File: src/hw/rtl/abst_pkg.sv
// Shared types and codes for the array binary search tree block.
package abst_pkg;

    localparam int KEY_W  = 32;
    localparam int SLOT_W = 6;

    typedef enum logic [2:0] {
        ST_INSERTED  = 3'd0,
        ST_UPDATED   = 3'd1,
        ST_FULL      = 3'd2,
        ST_FOUND     = 3'd3,
        ST_NOT_FOUND = 3'd4
    } t_status;

    // Request class decided at the front, before the tree is touched.
    typedef enum logic [1:0] {
        K_INSERT = 2'd0,
        K_LOOKUP = 2'd1,
        K_REJECT = 2'd2,
        K_MISS   = 2'd3
    } t_kind;

    typedef struct packed {
        t_kind                     kind;
        logic signed [KEY_W-1:0]   key;
        logic signed [KEY_W-1:0]   payload;
    } t_cmd;

    typedef struct packed {
        t_status                   status;
        logic signed [KEY_W-1:0]   value;
        logic [SLOT_W-1:0]         slot;
    } t_result;

endpackage

File: src/hw/rtl/abst_fifo.sv
// Two-entry first-in first-out queue of fixed-width words.
module abst_fifo #(
    parameter int WIDTH = 8
) (
    input  logic             i_clk,
    input  logic             i_rst_n,
    input  logic             i_push,
    input  logic [WIDTH-1:0] i_wdata,
    output logic             o_full,
    input  logic             i_pop,
    output logic [WIDTH-1:0] o_rdata,
    output logic             o_empty
);

    logic [WIDTH-1:0] r_mem [2];
    logic             r_wp;
    logic             r_rp;
    logic [1:0]       r_cnt;
    logic             push_ok;
    logic             pop_ok;

    assign o_full  = (r_cnt == 2'd2);
    assign o_empty = (r_cnt == 2'd0);
    assign push_ok = i_push && !o_full;
    assign pop_ok  = i_pop && !o_empty;
    assign o_rdata = r_mem[r_rp];

    always_ff @(posedge i_clk) begin
        if (!i_rst_n) begin
            r_wp  <= 1'b0;
            r_rp  <= 1'b0;
            r_cnt <= 2'd0;
        end else begin
            if (push_ok) begin
                r_wp <= ~r_wp;
            end
            if (pop_ok) begin
                r_rp <= ~r_rp;
            end
            case ({push_ok, pop_ok})
                2'b10:   r_cnt <= r_cnt + 2'd1;
                2'b01:   r_cnt <= r_cnt - 2'd1;
                default: r_cnt <= r_cnt;
            endcase
        end
    end

    always_ff @(posedge i_clk) begin
        if (push_ok) begin
            r_mem[r_wp] <= i_wdata;
        end
    end

endmodule

File: src/hw/rtl/abst_front.sv
// Front end: takes request words, classifies them and queues them for the walker.
module abst_front
    import abst_pkg::*;
(
    input  logic                    i_clk,
    input  logic                    i_rst_n,
    input  logic                    i_hold,
    input  logic                    i_push,
    output logic                    o_full,
    input  logic                    i_op,
    input  logic signed [KEY_W-1:0] i_key,
    input  logic signed [KEY_W-1:0] i_payload,
    output t_cmd                    o_cmd,
    output logic                    o_cmd_valid,
    input  logic                    i_cmd_take
);

    t_cmd                  cmd_in;
    logic                  q_full;
    logic                  q_empty;
    logic [$bits(t_cmd)-1:0] q_rdata;

    // Key zero never reaches the tree: an insert of it is refused and a
    // lookup of it misses.
    always_comb begin
        cmd_in.key     = i_key;
        cmd_in.payload = i_payload;
        if (i_op) begin
            cmd_in.kind = (i_key == '0) ? K_MISS : K_LOOKUP;
        end else begin
            cmd_in.kind = (i_key == '0) ? K_REJECT : K_INSERT;
        end
    end

    assign o_full = q_full || i_hold;

    abst_fifo #(
        .WIDTH ($bits(t_cmd))
    ) u_cmd_q (
        .i_clk   (i_clk),
        .i_rst_n (i_rst_n),
        .i_push  (i_push && !o_full),
        .i_wdata (cmd_in),
        .o_full  (q_full),
        .i_pop   (i_cmd_take),
        .o_rdata (q_rdata),
        .o_empty (q_empty)
    );

    assign o_cmd       = t_cmd'(q_rdata);
    assign o_cmd_valid = !q_empty;

endmodule

File: src/hw/rtl/abst_back.sv
// Back end: tree walker over the key and value memories, with a result queue.
module abst_back
    import abst_pkg::*;
#(
    parameter int NODES = 63
) (
    input  logic    i_clk,
    input  logic    i_rst_n,
    input  t_cmd    i_cmd,
    input  logic    i_cmd_valid,
    output logic    o_cmd_take,
    output logic    o_clearing,
    output t_result o_res,
    output logic    o_res_empty,
    input  logic    i_res_pop
);

    localparam int IW = (NODES > 1) ? $clog2(NODES) : 1;
    localparam int NW = IW + 1;
    localparam int CW = $clog2(NODES + 1);

    typedef enum logic [3:0] {
        S_CLEAR = 4'b0001,
        S_IDLE  = 4'b0010,
        S_WALK  = 4'b0100,
        S_EMIT  = 4'b1000
    } t_state;

    logic signed [KEY_W-1:0] mem_keys [NODES];
    logic signed [KEY_W-1:0] mem_vals [NODES];

    t_state                  r_state, n_state;
    logic [IW-1:0]           r_idx, n_idx;
    logic [IW-1:0]           r_clr, n_clr;
    logic [CW-1:0]           r_count, n_count;
    logic signed [KEY_W-1:0] r_key, n_key;
    logic signed [KEY_W-1:0] r_payload, n_payload;
    logic                    r_lookup, n_lookup;
    t_result                 r_res, n_res;
    logic signed [KEY_W-1:0] r_rd_key;
    logic signed [KEY_W-1:0] r_rd_val;

    logic                    key_we;
    logic                    val_we;
    logic [IW-1:0]           wr_addr;
    logic signed [KEY_W-1:0] key_wd;
    logic signed [KEY_W-1:0] val_wd;
    logic                    gt;
    logic                    eq;
    logic [NW-1:0]           nxt;
    logic                    nxt_out;
    logic                    res_full;
    logic                    res_push;
    logic [$bits(t_result)-1:0] res_rdata;

    assign gt      = r_key > r_rd_key;
    assign eq      = r_key == r_rd_key;
    assign nxt     = {r_idx, 1'b0} + (gt ? NW'(2) : NW'(1));
    assign nxt_out = nxt >= NW'(NODES);

    always_comb begin
        n_state    = r_state;
        n_idx      = r_idx;
        n_clr      = r_clr;
        n_count    = r_count;
        n_key      = r_key;
        n_payload  = r_payload;
        n_lookup   = r_lookup;
        n_res      = r_res;
        key_we     = 1'b0;
        val_we     = 1'b0;
        wr_addr    = r_idx;
        key_wd     = r_key;
        val_wd     = r_payload;
        o_cmd_take = 1'b0;
        res_push   = 1'b0;
        case (r_state)
            S_CLEAR: begin
                key_we  = 1'b1;
                wr_addr = r_clr;
                key_wd  = '0;
                if (r_clr == IW'(NODES - 1)) begin
                    n_state = S_IDLE;
                end else begin
                    n_clr = r_clr + IW'(1);
                end
            end
            S_IDLE: begin
                if (i_cmd_valid) begin
                    o_cmd_take = 1'b1;
                    n_key      = i_cmd.key;
                    n_payload  = i_cmd.payload;
                    n_lookup   = (i_cmd.kind == K_LOOKUP);
                    n_idx      = '0;
                    n_res      = '{status: ST_FULL, value: '0, slot: '0};
                    case (i_cmd.kind)
                        K_REJECT: begin
                            n_state = S_EMIT;
                        end
                        K_MISS: begin
                            n_res.status = ST_NOT_FOUND;
                            n_state      = S_EMIT;
                        end
                        K_LOOKUP: begin
                            n_state = S_WALK;
                        end
                        K_INSERT: begin
                            if (r_count >= CW'(NODES)) begin
                                n_state = S_EMIT;
                            end else if (r_count == '0) begin
                                // Empty tree: the pair becomes the root.
                                key_we       = 1'b1;
                                val_we       = 1'b1;
                                wr_addr      = '0;
                                key_wd       = i_cmd.key;
                                val_wd       = i_cmd.payload;
                                n_count      = CW'(1);
                                n_res.status = ST_INSERTED;
                                n_state      = S_EMIT;
                            end else begin
                                n_state = S_WALK;
                            end
                        end
                        default: begin
                            n_state = S_EMIT;
                        end
                    endcase
                end
            end
            S_WALK: begin
                // r_rd_key holds the key stored at r_idx.
                n_res = '{status: ST_NOT_FOUND, value: '0, slot: '0};
                if (r_rd_key == '0) begin
                    n_state = S_EMIT;
                    if (!r_lookup) begin
                        key_we       = 1'b1;
                        val_we       = 1'b1;
                        n_count      = r_count + CW'(1);
                        n_res.status = ST_INSERTED;
                        n_res.slot   = SLOT_W'(r_idx);
                    end
                end else if (eq) begin
                    n_state    = S_EMIT;
                    n_res.slot = SLOT_W'(r_idx);
                    if (r_lookup) begin
                        n_res.status = ST_FOUND;
                        n_res.value  = r_rd_val;
                    end else begin
                        val_we       = 1'b1;
                        n_res.status = ST_UPDATED;
                    end
                end else if (nxt_out) begin
                    n_state      = S_EMIT;
                    n_res.status = r_lookup ? ST_NOT_FOUND : ST_FULL;
                end else begin
                    n_idx = nxt[IW-1:0];
                end
            end
            S_EMIT: begin
                if (!res_full) begin
                    res_push = 1'b1;
                    n_state  = S_IDLE;
                end
            end
            default: begin
                n_state = S_IDLE;
            end
        endcase
    end

    always_ff @(posedge i_clk) begin
        if (!i_rst_n) begin
            r_state <= S_CLEAR;
            r_clr   <= '0;
            r_count <= '0;
            r_idx   <= '0;
        end else begin
            r_state <= n_state;
            r_clr   <= n_clr;
            r_count <= n_count;
            r_idx   <= n_idx;
        end
    end

    always_ff @(posedge i_clk) begin
        r_key     <= n_key;
        r_payload <= n_payload;
        r_lookup  <= n_lookup;
        r_res     <= n_res;
    end

    // One read port addressed by the next walk index, one write port.
    always_ff @(posedge i_clk) begin
        r_rd_key <= mem_keys[n_idx];
        r_rd_val <= mem_vals[n_idx];
        if (key_we) begin
            mem_keys[wr_addr] <= key_wd;
        end
        if (val_we) begin
            mem_vals[wr_addr] <= val_wd;
        end
    end

    assign o_clearing = (r_state == S_CLEAR);

    abst_fifo #(
        .WIDTH ($bits(t_result))
    ) u_res_q (
        .i_clk   (i_clk),
        .i_rst_n (i_rst_n),
        .i_push  (res_push),
        .i_wdata (r_res),
        .o_full  (res_full),
        .i_pop   (i_res_pop),
        .o_rdata (res_rdata),
        .o_empty (o_res_empty)
    );

    assign o_res = t_result'(res_rdata);

endmodule

File: src/hw/rtl/array_bst_insert_lookup_top.sv
// The walker takes one word at a time and visits up to clog2(NODES+1) tree levels,
// doing one key memory read per level; the front end queues further words meanwhile.
// Reset: synchronous; afterwards full stays high while the key memory is cleared
// one slot per cycle.
module array_bst_insert_lookup_top
    import abst_pkg::*;
#(
    parameter int NODES = 63
) (
    input  logic                     i_clk,
    input  logic                     i_rst_n,
    input  logic                     push,
    output logic                     full,
    input  logic                     i_op,
    input  logic signed [KEY_W-1:0]  i_key,
    input  logic signed [KEY_W-1:0]  i_payload,
    output logic                     empty,
    input  logic                     pop,
    output logic [2:0]               o_status,
    output logic signed [KEY_W-1:0]  o_found_value,
    output logic [SLOT_W-1:0]        o_slot
);

    t_cmd    cmd;
    logic    cmd_valid;
    logic    cmd_take;
    logic    clearing;
    t_result res;

    // The front end classifies each word (key zero is settled there) and
    // holds up to two of them, so requests keep arriving while the walker
    // is busy. It refuses words while the key memory is being cleared.
    abst_front u_front (
        .i_clk       (i_clk),
        .i_rst_n     (i_rst_n),
        .i_hold      (clearing),
        .i_push      (push),
        .o_full      (full),
        .i_op        (i_op),
        .i_key       (i_key),
        .i_payload   (i_payload),
        .o_cmd       (cmd),
        .o_cmd_valid (cmd_valid),
        .i_cmd_take  (cmd_take)
    );

    // The back end walks the tree one level per cycle and posts each result
    // word into its own two-entry queue, which drives the result ports.
    abst_back #(
        .NODES (NODES)
    ) u_back (
        .i_clk       (i_clk),
        .i_rst_n     (i_rst_n),
        .i_cmd       (cmd),
        .i_cmd_valid (cmd_valid),
        .o_cmd_take  (cmd_take),
        .o_clearing  (clearing),
        .o_res       (res),
        .o_res_empty (empty),
        .i_res_pop   (pop)
    );

    assign o_status      = res.status;
    assign o_found_value = res.value;
    assign o_slot        = res.slot;

    // Only a found word carries a value.
    a_value_only_when_found: assert property (@(posedge i_clk) disable iff (!i_rst_n)
        (!empty && o_status != ST_FOUND) |-> (o_found_value == '0))
        else $error("result value nonzero for a status other than found");

    // Refused and missed words carry no slot.
    a_slot_zero_on_fail: assert property (@(posedge i_clk) disable iff (!i_rst_n)
        (!empty && (o_status == ST_FULL || o_status == ST_NOT_FOUND)) |-> (o_slot == '0))
        else $error("slot nonzero for a full or not found result");

    // Leaving reset starts the clearing pass, during which no word is taken.
    a_full_after_reset: assert property (@(posedge i_clk)
        $rose(i_rst_n) |-> full)
        else $error("input accepted at the start of the clearing pass");

endmodule
File: config.mk
export PLATFORM = sky130hd
export DESIGN_NAME = array_bst_insert_lookup_top
export DESIGN_NICKNAME = d
export VERILOG_FILES = /design/src/hw/rtl/abst_pkg.sv /design/src/hw/rtl/abst_fifo.sv /design/src/hw/rtl/abst_front.sv /design/src/hw/rtl/abst_back.sv /design/src/hw/rtl/array_bst_insert_lookup_top.sv
export SDC_FILE = /design/constraint.sdc
export NUM_CORES = 2
export LEC_CHECK = 0
export BUFFER_PORTS_ARGS = -buffer_cell sky130_fd_sc_hd__buf_2
export CAP_MARGIN = 0
export CORE_ASPECT_RATIO = 1.25
export CORE_MARGIN = 2
export CORE_UTILIZATION = 49
export CTS_BUF_LIST = sky130_fd_sc_hd__clkbuf_2 sky130_fd_sc_hd__clkbuf_4 sky130_fd_sc_hd__clkbuf_8
export CTS_CLUSTER_DIAMETER = 120
export DETAILED_ROUTE_END_ITERATION = 6
export GPL_ROUTABILITY_DRIVEN = 0
export MAX_ROUTING_LAYER = met4
export PLACE_DENSITY = 0.66
export SLEW_MARGIN = 5
export SYNTH_ARGS = -nofsm -noshare
export SYNTH_HDL_FRONTEND = slang
export SYNTH_MEMORY_MAX_BITS = 65536
export SYNTH_SLANG_ARGS = --single-unit
File: constraint.sdc
create_clock -name i_clk -period 13.3 [get_ports i_clk]
set_input_delay 2.66 -clock i_clk [delete_from_list [all_inputs] [get_ports i_clk]]
set_output_delay 2.66 -clock i_clk [all_outputs]
set_load 0.1 [all_outputs]
==> flow_summary.ini <==
[placed_design]
dp_hpwl_um = 272000
port_buffers = 111

[clock_tree]
post_cts_hold_buffer_count = 0
clock_latency_ns = 1.26
cts.sinks = 4448
post_cts_buffers = 0
cts_resized = 0
clk_path_buf_depth = 4
cts_buffers = 665
cts_root_buffer = clkbuf_8
clkTransAtPathRegs_ns = 0.06
cts_tree = done
htree_levels = 6

[routing]
dr.pass1.iters = 7
avgViaCountPerCell = 6.29
postRouteWirelength_um = 484000
drt_iter0_markers = 12100
drcViolationCount = 2
vias = 91800
ant_nets = 0
wl_per_cell_um = 33.2

[critical_path]
critPathArrivalTime_ns = 9.51
crit_type = reg -> reg
required_ns = 14.45
worstPathCellList = inv_1, ha_1, nand4_2, inv_1, a22oi_1, a31oi_1, nor3b_4, nand2b_1, inv_1, ha_1, ha_1, a32o_1, nor3b_1, nor2_1, a21oi_2, a21oi_1, nand2_1, o2bb2ai_4, buf_4, o2111ai_1, a22oi_1, a211o_1
slowest_delay_ns = 0.91
crit_family = compound AO/OA/AOI/OAI gates
slowest_stage = o2111ai_1
end_kind = register
crit_buf_inv = 4
worst-path-max-fanout = 60
cp-start-kind = register

[synthesis]
synth.distinct_cells = 83
synth_top_area_share_pct = 76.7
ys_ff_latch = 4448
netlist_instances = 8866
ys_seq_area_share_pct = 77.8
yosysTopAreaCell = edfxtp_1
synth_fp_nets = 8976
synth_edf_count = 4352
yosysWarningCount = 0
ys.flop_type = edfxtp_1
syn_avg_cell_area_um2 = 19.2
synth_area_mm2 = 0.170
async_reset_ff_share_pct = 0
ys_top_cells_by_area = edfxtp_1 77%, mux4_2 10%, nand2_1 2.3%, dfxtp_1 1.1%, nand3_1 1.1%

[floorplanning]
start_util_pct = 49.1
ios = 112
chipHeight_um = 663
fp.dieW_um = 532
design.core.area_mm2 = 0.347
placementRows = 242
dieArea_mm2 = 0.353

[pwr]
switching_share_pct = 23.0
p_int_w = 0.0217
seqPwrFrac_pct = 56.5
p_sw_w = 0.00647
clkPwrFrac_pct = 38.5
p_leak_nw = 60.1
power.density_mw_per_mm2 = 148
ir_worst_vdd_mv = 0.119
pwr-share-comb_pct = 5.0

[sta]
hold-worst-slack_ns = 0.439
timing.setup.tns_ns = 0
fin_crit_sh_pct = 62.8
min_period_ns = 8.35
slew_viol_final = 0
max_freq_mhz = 120
tightest_slew_ns = 1.43
skew_ns = 0.115
rsz0062_at_grt = false
hold_violations = 0
setup_viol = 0
slew_headroom_pct = 4.59

[grt]
antenna_found_initial = 24
grt_pass1_wl_um = 679000
grt_max_degree = 149
grt_pass1_vias = 92200
gr-total-overflow = 0
track_usage_pct = 27.9

[cells_and_area]
nNetsFinal = 9522
syn2layout_area_growth_pct = 12.0
drive_gt1_share_pct = 25.4

[job]
max_cap_viol_count = 0

[run_status]
failed_checks = design-rule violations
status = complete, but fails checks

[hold_path]
holdCritPathClass = reg -> reg
logic make-up (layout without fill, tap and decap cells):
kind of cell,count (synthesis),count (layout),synth area share (%)
flip-flops,4448,4448,77.8
AND/OR/NAND/NOR,1986,1986,5.10
multiplexers,980,980,11.4
AO/OA/AOI/OAI,843,843,3.85
buffers and inverters,552,1626,1.46
adder cells (fa/ha/maj),41,41,0.301
XOR/XNOR,16,16,0.0822
other,0,15,0
power groups by stage:
| stage | Clock, W | Sequential (W) | Combinational, W |
|---|---|---|---|
| after floorplan | 0 | 0.0162 | 0.000669 |
| after global placement | 0 | 0.0162 | 0.00134 |
| after detailed placement | 0 | 0.0162 | 0.00138 |
| after CTS | 0.0110 | 0.0159 | 0.00138 |
| after global routing | 0.0116 | 0.0159 | 0.00145 |
| final | 0.0109 | 0.0159 | 0.00140 |
cell usage in the layout (no fill, tap or decap), types with 61 or more instances in the layout:
cell / Yosys / routed
a21oi_1: 160 / 157
a221o_1: 61 / 61
a22o_1: 62 / 61
a22oi_1: 71 / 70
a32oi_1: 122 / 122
buf_2: 181 / 111
buf_4: 38 / 248
clkbuf_4: 0 / 237
clkbuf_8: 0 / 688
clkinv_1: 0 / 155
dfxtp_1: 96 / 94
edfxtp_1: 4352 / 4352
mux2_2: 140 / 138
mux2i_1: 83 / 83
mux4_2: 756 / 756
nand2_1: 1042 / 1011
nand3_1: 377 / 377
nand4_1: 142 / 142
nor2_1: 286 / 151
nor2_4: 0 / 138
o211ai_1: 68 / 68
layer usage:
layer / track usage (%) / vias to the layer above / routed length (µm)
met5: - / - / 0
met4: 18.2 / 0 / 37300
met3: 4.47 / 1177 / 40900
met2: 44.6 / 5372 / 239000
met1: 32.9 / 47900 / 167000
li1: - / 37300 / -
final cells by class:
| type | count | area (µm²) |
|---|---|---|
| sequential | 4448 | 133000 |
| tap | 4636 | 5800 |
| antenna | 15 | 37.5 |
| clock buffer | 924 | 11200 |
| inverter | 54 | 204 |
| clock inverter | 271 | 1650 |
| multi-input combinational | 3866 | 36600 |
| fill | 26400 | 156000 |
| timing repair buffer | 377 | 2770 |
synthesized netlist by cell type, drive strengths merged, types with 71 or more instances:
cell       n
a21oi    162
a22oi     71
a32oi    123
buf      293
clkbuf   205
dfxtp     96
edfxtp  4352
mux2     141
mux2i     83
mux4     756
nand2   1043
nand3    377
nand4    143
nor2     289
registers in the layout, indices dropped and copies added, names as in the netlist, 2 cells and up, named ones only:
| signal | flops |
|---|---|
| u_back.mem_keys | 2016 |
| u_back.mem_vals | 2016 |
| u_front.u_cmd_q.r_mem | 132 |
| u_back.u_res_q.r_mem | 82 |
| u_back.r_res | 41 |
| u_back.r_key | 32 |
| u_back.r_payload | 32 |
| u_back.r_rd_key | 32 |
| u_back.r_rd_val | 32 |
| u_back.r_clr | 6 |
| u_back.r_count | 6 |
| u_back.r_idx | 6 |
| u_back.r_state | 4 |
| u_back.u_res_q.r_cnt | 2 |
| u_front.u_cmd_q.r_cnt | 2 |
metrics by stage:
step / std cells / total power [W] / worst slack [ns] / instance area [µm²] / util [%]
2_1_floorplan: 8866 / 0.0168 / 7.24 / 170000 / -
3_3_place_gp: 13400 / 0.0176 / 4.95 / 178000 / 51.3
3_5_place_dp: 13400 / 0.0176 / 5.01 / 178000 / 51.3
4_1_cts: 14600 / 0.0283 / 4.95 / 191000 / 55.0
5_1_grt: 14600 / 0.0290 / 4.72 / 191000 / 55.0
6_report: 14600 / 0.0282 / 4.95 / 191000 / 55.0
worst paths after layout:
check	slack, ns	start	to	cells past startpoint
setup / recovery	4.95	u_back.r_rd_key[29]	u_back.r_rd_key[23]	22
hold / removal	0.44	u_back.r_res[26]	u_back.u_res_q.r_mem[1][26]	0
setup reg to reg	4.95	u_back.r_rd_key[29]	u_back.r_rd_key[23]	22
hold reg to reg	0.44	u_back.r_res[26]	u_back.u_res_q.r_mem[1][26]	0
worst reg2reg max path, delay by kind of cell (launching register included):
family          cells  cell delay, ns
simple gates        6            1.37
buf+inv             4            1.13
flops               1            0.69
fa+ha+maj           3            0.96
compound gates      9            4.13
Power figures use the tool's default switching activity.
